File: src/design/cfba_pkg.sv
`timescale 1ns / 1ps

package cfba_pkg;

    // Default geometry of the filter bank array.
    localparam int CFBA_BANKS          = 14;
    localparam int CFBA_SLOTS_PER_BANK = 4;

    // Every bank reports four 16-bit filter words, whatever its slot count.
    localparam int CFBA_WORDS    = 4;
    localparam int CFBA_ID_W     = 11;
    localparam int CFBA_WORD_W   = 16;
    localparam int CFBA_ID_SHIFT = 5;
    localparam int CFBA_FILL_W   = 3;
    localparam int CFBA_BANK_W   = 4;
    localparam int CFBA_COUNT_W  = 4;

    // Owner codes of a bank.
    localparam logic [1:0] CFBA_OWNER_NONE = 2'd2;

    // Saturation limit of the assigned-bank counter.
    localparam logic [CFBA_COUNT_W-1:0] CFBA_COUNT_MAX = 4'd15;

    // Result status codes.
    typedef enum logic [1:0] {
        CFBA_ST_OK       = 2'd0,
        CFBA_ST_BAD_FIFO = 2'd1,
        CFBA_ST_FULL     = 2'd2
    } cfba_status_t;

    // Request token that travels down the chain of bank cells, one cell per cycle.
    typedef struct packed {
        logic                                     valid;
        logic                                     found;
        logic                                     bad;
        logic                                     new_bank;
        logic [CFBA_ID_W-1:0]                     ident;
        logic [1:0]                               fifo;
        logic [CFBA_BANK_W-1:0]                   bank;
        logic [CFBA_WORDS-1:0][CFBA_WORD_W-1:0]   words;
    } cfba_token_t;

endpackage

File: src/design/can_filter_bank_allocator.sv
`timescale 1ns / 1ps

// Channel   Direction  Ports
// s_        in         s_valid, s_ready, s_ident, s_queue_sel
// m_        out        m_valid, m_ready, m_status, m_bank_index, m_word_a..m_word_d,
//                      m_banks_in_use, m_sticky_flags
//
// A request word is buffered, then its token walks through the chain of bank cells,
// one cell per cycle, and the exiting token sets the result word.
// A new request enters the chain only after the previous token has left it.
// A request word is buffered while a result word waits on m_ready.
// Reset (aresetn low at a rising edge) empties every bank and clears count and flags.
// A stalled result word holds the chain idle; only the input buffer can change meanwhile.

module can_filter_bank_allocator #(
    parameter int BANKS          = cfba_pkg::CFBA_BANKS,
    parameter int SLOTS_PER_BANK = cfba_pkg::CFBA_SLOTS_PER_BANK
) (
    input  logic                             aclk,
    input  logic                             aresetn,
    input  logic                             s_valid,
    output logic                             s_ready,
    input  logic [cfba_pkg::CFBA_ID_W-1:0]   s_ident,
    input  logic [1:0]                       s_queue_sel,
    output logic                             m_valid,
    input  logic                             m_ready,
    output logic [1:0]                       m_status,
    output logic [cfba_pkg::CFBA_BANK_W-1:0] m_bank_index,
    output logic [cfba_pkg::CFBA_WORD_W-1:0] m_word_a,
    output logic [cfba_pkg::CFBA_WORD_W-1:0] m_word_b,
    output logic [cfba_pkg::CFBA_WORD_W-1:0] m_word_c,
    output logic [cfba_pkg::CFBA_WORD_W-1:0] m_word_d,
    output logic [cfba_pkg::CFBA_COUNT_W-1:0] m_banks_in_use,
    output logic [1:0]                       m_sticky_flags
);
    import cfba_pkg::*;

    // Input buffer: holds one request word until the chain and the output are free.
    logic                     in_full_reg;
    logic                     in_full_next;
    logic [CFBA_ID_W-1:0]     ident_reg;
    logic [1:0]               queue_reg;

    // Busy is high from launch until the token leaves the last cell.
    logic                     busy_reg;
    logic                     busy_next;
    logic                     launch;

    logic [CFBA_COUNT_W-1:0]  count_reg;
    logic [CFBA_COUNT_W-1:0]  count_next;
    logic [1:0]               flags_reg;
    logic [1:0]               flags_next;

    // Output register.
    logic                     m_valid_reg;
    logic                     m_valid_next;
    cfba_status_t             status_reg;
    cfba_status_t             status_next;
    logic [CFBA_BANK_W-1:0]   bank_reg;
    logic [CFBA_WORDS-1:0][CFBA_WORD_W-1:0] words_reg;

    cfba_token_t              tok [BANKS+1];
    cfba_token_t              exit_tok;
    logic [BANKS-1:0]         chain_valid;

    assign s_ready  = !in_full_reg;
    // The chain holds one token at a time, and the output register is free when it exits.
    assign launch   = in_full_reg && !busy_reg && (!m_valid_reg || m_ready);
    assign exit_tok = tok[BANKS];

    // The token enters the first cell with nothing found and all words zero.
    // A FIFO number above one marks it bad, so no cell takes it.
    always_comb begin
        tok[0]          = '0;
        tok[0].valid    = launch;
        tok[0].bad      = (queue_reg > 2'd1);
        tok[0].ident    = ident_reg;
        tok[0].fifo     = queue_reg;
    end

    genvar gi;
    generate
        for (gi = 0; gi < BANKS; gi++) begin : g_cell
            cfba_cell #(
                .SLOTS_PER_BANK (SLOTS_PER_BANK),
                .CELL_IDX       (gi)
            ) u_cell (
                .aclk    (aclk),
                .aresetn (aresetn),
                .tok_in  (tok[gi]),
                .tok_out (tok[gi+1])
            );
            assign chain_valid[gi] = tok[gi+1].valid;
        end
    endgenerate

    // Completion: the exiting token decides status, sticky flags and the bank count.
    always_comb begin
        in_full_next = in_full_reg;
        if (s_valid && s_ready) begin
            in_full_next = 1'b1;
        end else if (launch) begin
            in_full_next = 1'b0;
        end

        busy_next = busy_reg;
        if (launch) begin
            busy_next = 1'b1;
        end else if (exit_tok.valid) begin
            busy_next = 1'b0;
        end

        count_next   = count_reg;
        flags_next   = flags_reg;
        status_next  = status_reg;
        m_valid_next = m_valid_reg;
        if (m_valid_reg && m_ready) begin
            m_valid_next = 1'b0;
        end
        if (exit_tok.valid) begin
            m_valid_next = 1'b1;
            if (exit_tok.bad) begin
                status_next   = CFBA_ST_BAD_FIFO;
                flags_next[0] = 1'b1;
            end else if (!exit_tok.found) begin
                status_next   = CFBA_ST_FULL;
                flags_next[1] = 1'b1;
            end else begin
                status_next = CFBA_ST_OK;
                if (exit_tok.new_bank && (count_reg != CFBA_COUNT_MAX)) begin
                    count_next = count_reg + 1'b1;
                end
            end
        end
    end

    always_ff @(posedge aclk) begin
        if (!aresetn) begin
            in_full_reg <= 1'b0;
            busy_reg    <= 1'b0;
            count_reg   <= '0;
            flags_reg   <= '0;
            m_valid_reg <= 1'b0;
            status_reg  <= CFBA_ST_OK;
        end else begin
            in_full_reg <= in_full_next;
            busy_reg    <= busy_next;
            count_reg   <= count_next;
            flags_reg   <= flags_next;
            m_valid_reg <= m_valid_next;
            status_reg  <= status_next;
        end
    end

    // Payload registers.
    always_ff @(posedge aclk) begin
        if (s_valid && s_ready) begin
            ident_reg <= s_ident;
            queue_reg <= s_queue_sel;
        end
        if (exit_tok.valid) begin
            bank_reg  <= exit_tok.bank;
            words_reg <= exit_tok.words;
        end
    end

    // Count and flags are shown as they stand after this word's update; they only
    // change when a token exits, which happens only while the output register is free.
    assign m_valid        = m_valid_reg;
    assign m_status       = status_reg;
    assign m_bank_index   = bank_reg;
    assign m_word_a       = words_reg[0];
    assign m_word_b       = words_reg[1];
    assign m_word_c       = words_reg[2];
    assign m_word_d       = words_reg[3];
    assign m_banks_in_use = count_reg;
    assign m_sticky_flags = flags_reg;

    a_one_token: assert property (@(posedge aclk) disable iff (!aresetn)
        $onehot0(chain_valid) && (!(|chain_valid) || busy_reg))
        else $error("more than one token in the cell chain");

    a_exit_free: assert property (@(posedge aclk) disable iff (!aresetn)
        exit_tok.valid |-> !m_valid_reg)
        else $error("token exits while a result word is still pending");

    a_flags_sticky: assert property (@(posedge aclk) disable iff (!aresetn)
        (flags_reg & $past(flags_reg)) == $past(flags_reg))
        else $error("sticky flag cleared");

    a_reject_zero: assert property (@(posedge aclk) disable iff (!aresetn)
        (m_valid_reg && (status_reg != CFBA_ST_OK)) |->
        (words_reg == '0) && (bank_reg == '0))
        else $error("rejected request carries nonzero bank data");

endmodule

File: src/design/cfba_cell.sv
`timescale 1ns / 1ps

module cfba_cell #(
    parameter int SLOTS_PER_BANK = cfba_pkg::CFBA_SLOTS_PER_BANK,
    parameter int CELL_IDX       = 0
) (
    input  logic                  aclk,
    input  logic                  aresetn,
    input  cfba_pkg::cfba_token_t tok_in,
    output cfba_pkg::cfba_token_t tok_out
);
    import cfba_pkg::*;

    logic [1:0]                   owner_reg;
    logic [1:0]                   owner_next;
    logic [CFBA_FILL_W-1:0]       fill_reg;
    logic [CFBA_FILL_W-1:0]       fill_next;
    logic [CFBA_WORD_W-1:0]       words_reg [CFBA_WORDS];
    cfba_token_t                  tok_reg;
    cfba_token_t                  tok_next;
    logic                         hit;
    logic [CFBA_WORD_W-1:0]       new_word;

    // A bank takes the request if it is empty, or owned by the same FIFO with room left.
    always_comb begin
        new_word = {tok_in.ident, {CFBA_ID_SHIFT{1'b0}}};
        hit = tok_in.valid && !tok_in.found && !tok_in.bad &&
              (((owner_reg == tok_in.fifo) &&
                (fill_reg < CFBA_FILL_W'(SLOTS_PER_BANK))) ||
               (fill_reg == '0));
        tok_next   = tok_in;
        owner_next = owner_reg;
        fill_next  = fill_reg;
        if (hit) begin
            owner_next        = tok_in.fifo;
            fill_next         = fill_reg + 1'b1;
            tok_next.found    = 1'b1;
            tok_next.bank     = CFBA_BANK_W'(CELL_IDX);
            tok_next.new_bank = (owner_reg == CFBA_OWNER_NONE);
            for (int k = 0; k < CFBA_WORDS; k++) begin
                if (CFBA_FILL_W'(k) < fill_reg) begin
                    tok_next.words[k] = words_reg[k];
                end else if (CFBA_FILL_W'(k) == fill_reg) begin
                    tok_next.words[k] = new_word;
                end else begin
                    tok_next.words[k] = '0;
                end
            end
        end
    end

    always_ff @(posedge aclk) begin
        if (!aresetn) begin
            owner_reg     <= CFBA_OWNER_NONE;
            fill_reg      <= '0;
            tok_reg.valid <= 1'b0;
        end else begin
            owner_reg <= owner_next;
            fill_reg  <= fill_next;
            tok_reg   <= tok_next;
        end
    end

    // Slot storage needs no reset: only slots below the fill count are ever read.
    always_ff @(posedge aclk) begin
        if (hit) begin
            words_reg[fill_reg[1:0]] <= new_word;
        end
    end

    assign tok_out = tok_reg;

    a_fill_bound: assert property (@(posedge aclk) disable iff (!aresetn)
        fill_reg <= CFBA_FILL_W'(SLOTS_PER_BANK))
        else $error("bank fill count exceeds slot count");

    a_owner_fill: assert property (@(posedge aclk) disable iff (!aresetn)
        (fill_reg == '0) == (owner_reg == CFBA_OWNER_NONE))
        else $error("bank owner and fill count disagree");

    a_taken_once: assert property (@(posedge aclk) disable iff (!aresetn)
        (tok_in.valid && tok_in.found) |=> tok_reg.found && $stable(fill_reg))
        else $error("request taken by more than one bank");

endmodule

File: config.mk
export PLATFORM = sky130hd
export DESIGN_NAME = can_filter_bank_allocator
export DESIGN_NICKNAME = d
export VERILOG_FILES = /design/src/design/cfba_pkg.sv /design/src/design/can_filter_bank_allocator.sv /design/src/design/cfba_cell.sv
export SDC_FILE = /design/constraint.sdc
export NUM_CORES = 2
export LEC_CHECK = 0
export BUFFER_PORTS_ARGS = -buffer_cell sky130_fd_sc_hd__buf_2
export CORE_ASPECT_RATIO = 1.75
export CORE_MARGIN = 2
export CORE_UTILIZATION = 35
export CTS_CLUSTER_DIAMETER = 30
export DETAILED_ROUTE_END_ITERATION = 16
export GPL_TIMING_DRIVEN = 1
export PLACE_DENSITY = 0.6
export SLEW_MARGIN = 20
export SYNTH_ARGS = -nofsm -noshare
export SYNTH_HDL_FRONTEND = slang
export SYNTH_SLANG_ARGS = --single-unit
File: constraint.sdc
create_clock -name aclk -period 2.7 [get_ports aclk]
set_clock_uncertainty 0.15 [all_clocks]
set_input_delay 0.54 -clock aclk [delete_from_list [all_inputs] [get_ports aclk]]
set_output_delay 0.54 -clock aclk [all_outputs]
set_load 0.05 [all_outputs]
After elaboration in Yosys (flattened, before gate mapping)
Memories as Yosys holds them, arrays and structs flattened. A register that Yosys moved wholly into a read port is not among the register bits.
Index checks and enable logic that the tools add are counted.
Word-level totals
  flip-flop bits (word level): 1335
  logic and storage cells: 666
  memories: 14
  bits in writable memories: 616
Cells by class
  reduce and logical (&&, ||, !) cells: 126
  add/sub/neg operators: 15
  order comparisons: 71
  eq/ne operators: 71
  mux-type cells: 174
  bitwise operators: 2
Memories
  g_cell[0].u_cell.words_reg: depth 4, width 11, rd ports 4, clocked after Yosys merged registers in 1, wr ports 1, RTL line cfba_cell.sv:18  | logic [CFBA_WORD_W-1:0] words_reg [CFBA_WORDS];
  g_cell[10].u_cell.words_reg: depth 4, width 11, rd ports 4, clocked after Yosys merged registers in 0, wr ports 1, RTL line cfba_cell.sv:18
  g_cell[11].u_cell.words_reg: depth 4, width 11, rd ports 4, clocked after Yosys merged registers in 0, wr ports 1, RTL line cfba_cell.sv:18
  g_cell[12].u_cell.words_reg: depth 4, width 11, rd ports 4, clocked after Yosys merged registers in 0, wr ports 1, RTL line cfba_cell.sv:18
  g_cell[13].u_cell.words_reg: depth 4, width 11, rd ports 4, clocked after Yosys merged registers in 0, wr ports 1, RTL line cfba_cell.sv:18
  g_cell[1].u_cell.words_reg: depth 4, width 11, rd ports 4, clocked after Yosys merged registers in 0, wr ports 1, RTL line cfba_cell.sv:18
  8 more memories
Operators with widths (count)
  2-to-1 mux 16 bit: 112
  2-to-1 mux 64 bit: 13
  equality test 2 x 3 -> 1 bit (first input constant): 28
  < comparator 1 x 3 -> 1 bit (first input constant): 28
  < comparator 2 x 3 -> 1 bit (first input constant): 28
  logical AND 1 bit: 60
  2-to-1 mux 1 bit: 47
  adder 3 x 1 -> 3 bit (second input constant): 14
  equality test 1 x 3 -> 1 bit (first input constant): 14
  zero test 3 bit: 14
  < comparator 3 bit (second input constant): 14
  zero test 1 bit: 31
  equality test 2 bit: 14
  equality test 2 bit (second input constant): 14
  logical OR 1 bit: 15
  nonzero test 2 bit: 3
  adder 4 x 1 -> 4 bit (second input constant): 1
  2-to-1 mux 2 bit: 2
  inequality test 4 bit (second input constant): 1
  AND reduction 4 bit: 1
  AND reduction 3 bit: 1
  greater-than comparator 2 x 1 -> 1 bit (second input constant): 1
  NOT 1 bit: 2
  AND reduction 2 bit: 1

Depth between registers and ports, before layout
  word-level depth: 7
  mapped depth: 8
  mapped depth without buffers: 5

By module
Synthesis repeated with hierarchy kept, for this count alone.
Unflattened totals
  cell total of the unflattened synthesis: 5650
  area total of the unflattened synthesis: 81171.6 um^2
By module, submodules not included
  cfba_cell (g_cell[10].u_cell ...): instances 8, area each 5594.1 um^2, cells each 394, seq. area each 3963.8 um^2
  cfba_cell (g_cell[1].u_cell ...): instances 5, area each 5590.4 um^2, cells each 394, seq. area each 3963.8 um^2
  cfba_cell (g_cell[0].u_cell): instances 1, area each 5561.6 um^2, cells each 394, seq. area each 3963.8 um^2
  can_filter_bank_allocator: instances 1, area each 2905.3 um^2, cells each 134, seq. area each 2652.5 um^2

Worst setup path before layout
OpenSTA, ideal clock, no wires.
  path type: reg2reg
  start: reg g_cell[13].u_cell.tok_reg, in the netlist g_cell[13].u_cell.tok_out[84]
  end: reg count_reg[1] (netlist: m_banks_in_use[1])
  setup slack: 215 ps
  required time: 2422 ps
  cell stages (with the launch flop): 5
  period minus slack after synthesis: 2485 ps
  arrival: 2207 ps
  path buffers: 0
  setup time: 128 ps
  cell sequence: dfxtp_1 -> nand4b_1 -> o21bai_1 -> mux2i_1 -> nor2_1
Between the ends
  cells in the longest elaborated chain, start to end: 1
RTL lines
  start: declaration: RTL line cfba_cell.sv:19  | cfba_token_t tok_reg;
  start signal: assignment: RTL line cfba_cell.sv:60  | tok_reg <= tok_next;
  AND reduction 4 bit (no line)
  end signal: assignment: RTL line can_filter_bank_allocator.sv:148  | count_reg <= count_next;
  end: declaration: RTL line can_filter_bank_allocator.sv:49  | logic [CFBA_COUNT_W-1:0] count_reg;
No other way between the ends.
A chain may end at the register's enable or synchronous reset.

==> flow_summary_export.csv <==
group,metric,value,unit
status,status,"finished clean",
pwr,pwr-share-seq,0.439,
timing,max_freq,396,MHz
critical_path,crit_arrival,2.96,ns
cts,htree_levels,5,
cts,cts_tree,"yes",
timing,tightest_slew,0.970,ns
timing,tns,0,ns
grt,grt.total_usage,0.153,
routing,drc,0,
pwr,power_frac_clock,0.541,
min_path,hold_path.startpoint,"s_ident[6]",
min_path,whs_endpoint,"ident_reg[6]$_DFFE_PP_",
critical_path,r2r_end,"g_cell[11].u_cell.tok_out[81]$_DFFE_PP_",
min_path,whs_path_depth,2,
pwr,swShare,0.203,
grt,grt_pass1_wl,234,mm
synthesis,yosysWarningCount,0,
cts,post_cts_resized,0,
critical_path,startpoint_type,"register",
synthesis,synth_top_area_share,0.678,
grt,antenna_found_initial,1,
cells_and_area,fillers,17300,
grt,grt_max_degree,104,
routing,dr.pass1.iters,5,
critical_path,regToRegStartpoint,"g_cell[11].u_cell.fill_reg[0]$_SDFFE_PN0P_",
cells_and_area,nets,5348,
cts,cts_sinks,1640,
critical_path,critPathRequiredTime,3.14,ns
critical_path,path_class,"register to register",
grt,grt_overflow_total,0,
timing,finalSetupViolations,0,
routing,post_drt_via_cell_ratio,4.67,
die,start_util,0.352,
cts,path_clk_slew,0.05,ns
critical_path,ff2ff_path_depth,6,
min_path,hp-class,"input pin to register",
routing,dr.first_iter.drc_count,2024,
placement,gp_congestion,0.840,
cells_and_area,largest_reg_flops,882,
pwr,total_power,67.5,mW
routing,wl_per_cell,19.0,um
pwr,power.density,813,nW/um^2
timing,rsz0062_at_grt,"false",
synthesis,synth_top_cell_by_area,"edfxtp_1",
timing,period_minus_slack,2.53,ns
die,design.core.area,194000,um^2
pwr,pwr-share-comb,0.019,
pwr,peakVddDrop,0.558,mV
cts,cts_made_buffers,305,
placement,dp_hpwl,110,mm
cts,clkLatencyLatePin,0.89,ns
timing,hold_violations,0,
pwr,p_switching,13.7,mW
synthesis,synth_edf_count,1545,
run,drv_cap,0,
pwr,internal_power,53.8,mW
die,die-area,199000,um^2
timing,fin_crit_sh,0.936,
cells_and_area,drive_gt1_frac,0.246,
critical_path,critPathMaxFanout,22,
synthesis,ys_ff_latch,1640,
die,dieWidth,338,um
placement,portBuffers,74,
synthesis,async_flop_share,0,
routing,drt-total-wl,154,mm
synthesis,synth.area.top_cells,"edfxtp_1, mux2_2, nand2_1",
grt,grt_pass1_vias,39800,
cells_and_area,area_growth,21.3,%
synthesis,yosysUniqueCellTypes,43,
synthesis,netlist_instances,4937,
die,io_pins,95,
cts,root_buffer,"clkbuf_16",
critical_path,end_kind,"register",
routing,vias,37800,
synthesis,netlist_area,68400,um^2
synthesis,avgSynthCellArea,13.9,um^2
timing,drv_slew,0,
synthesis,yosysSeqAreaShare,0.706,
die,die_h,589,um
synthesis,ys.flop_type,"edfxtp_1",
critical_path,r2r_slack,0.17,ns
die,rows,214,
cts,ctsLongestPathBuffers,4,
timing,max-slew-margin-rel,0.353,
pwr,leakagePower,28.1,nW
routing,ant_nets,0,
layout by cell type (no fill, tap or decap), types with 34 or more instances in the layout:
master	n
a21oi_1	41
clkinv_2	43
dfxtp_1	94
mux2_2	495
mux2_1	69
buf_2	73
or2_2	48
inv_1	35
clkbuf_16	310
clkbuf_1	45
and2_1	93
buf_12	61
mux2i_1	57
edfxtp_1	1545
o21ai_0	567
ha_1	57
nor2_1	65
buf_4	160
nand2_1	1252
bufinv_16	34
synthesized netlist by cell type (35+ instances only):
master and instances:
mux2i_1 57, nor2_1 65, o21ai_0 567, mux2_2 495, buf_4 63, and2_1 93
or2_2 48, clkbuf_1 174, a21oi_1 41, mux2_1 69, buf_6 35, dfxtp_1 95
ha_1 57, inv_1 36, nand2_1 1252, edfxtp_1 1545
kinds of logic (layout without fill, tap and decap cells):
logic type | Yosys count | count (layout) | share of synthesized area
flip-flops | 1640 | 1640 | 0.706
AND/OR/NAND/NOR | 1566 | 1566 | 0.0967
AO/OA/AOI/OAI | 666 | 666 | 0.0509
multiplexers | 642 | 642 | 0.106
buffers and inverters | 337 | 883 | 0.0269
adder cells (fa/ha/maj) | 57 | 57 | 0.0104
XOR/XNOR | 28 | 28 | 0.00358
other | 1 | 21 | 0.0000548
layer usage:
metal  vias to the layer above  part of all wire  wire [um]  global-route usage
li1                      18500                 -          -                   -
met1                     18000              0.31      47300               0.126
met2                       908              0.59      90900               0.319
met3                       439             0.033       5000              0.0262
met4                         0             0.068      10400               0.106
met5                         -                 0          0                   0
worst max path at each step:
stage,slack [ns],endpoint,start,cells after the start
4_1_cts,0.08,g_cell[1].u_cell.words_reg[2][8]$_DFFE_PP_,g_cell[1].u_cell.fill_reg[1]$_SDFFE_PN0P_,7
6_report,0.17,g_cell[11].u_cell.tok_out[81]$_DFFE_PP_,g_cell[11].u_cell.fill_reg[0]$_SDFFE_PN0P_,6
3_3_place_gp,0.14,g_cell[1].u_cell.words_reg[3][10]$_DFFE_PP_,g_cell[1].u_cell.fill_reg[1]$_SDFFE_PN0P_,7
3_5_place_dp,0.12,g_cell[1].u_cell.words_reg[3][2]$_DFFE_PP_,g_cell[1].u_cell.fill_reg[1]$_SDFFE_PN0P_,7
5_1_grt,0.05,g_cell[2].u_cell.words_reg[2][3]$_DFFE_PP_,g_cell[2].u_cell.fill_reg[1]$_SDFFE_PN0P_,7
2_1_floorplan,0.22,m_banks_in_use[1]$_SDFFE_PN0P_,g_cell[13].u_cell.tok_out[84]$_SDFF_PN0_,4
power groups by stage:
stage	logic [mW]	clock network, mW	registers [mW]
CTS	1.33	37.2	29.7
global route	1.45	38.4	29.7
floorplan	0.779	0	29.5
finish	1.31	36.5	29.6
detailed placement	1.29	0	30.1
global placement	1.26	0	30.1
stage by stage:
step / utilization / hold WS [ns] / worst slack, ns / instances / area [um^2]
2_1_floorplan: - / 0.250 / 0.215 / 4956 / 68500
5_1_grt: 0.427 / 0.160 / 0.0518 / 8095 / 83000
3_5_place_dp: 0.375 / 0.255 / 0.120 / 7539 / 72900
3_3_place_gp: 0.375 / 0.253 / 0.142 / 7539 / 72900
4_1_cts: 0.427 / 0.136 / 0.0790 / 8091 / 83000
6_report: 0.427 / 0.208 / 0.173 / 8095 / 83000
critical path, stage by stage (launching register included):
cell     delay (ns)
dfxtp_1        0.30
inv_1          0.10
ha_1           0.52
a21oi_1        0.06
and2b_4        0.51
buf_4          0.23
mux2_2         0.33
area by class of cell:
type | count | area [um^2] | share of cell area
Sequential cell | 1640 | 48300 | 0.582
Multi-Input combinational cell | 2979 | 18400 | 0.222
Clock buffer | 361 | 8010 | 0.0965
Tap cell | 2592 | 3240 | 0.0391
Timing Repair Buffer | 312 | 2970 | 0.0358
Clock inverter | 174 | 1940 | 0.0234
Inverter | 36 | 135 | 0.00163
Antenna cell | 1 | 2.50 | 0.0000301
repair_timing:
item                                    CTS  global route
buffers inserted                          0             3
endpoints found under the setup margin    0             7
hold buffers                             17             0
endpoints found under the hold margin    23             0
No activity file was read; power rests on OpenSTA's default activity.
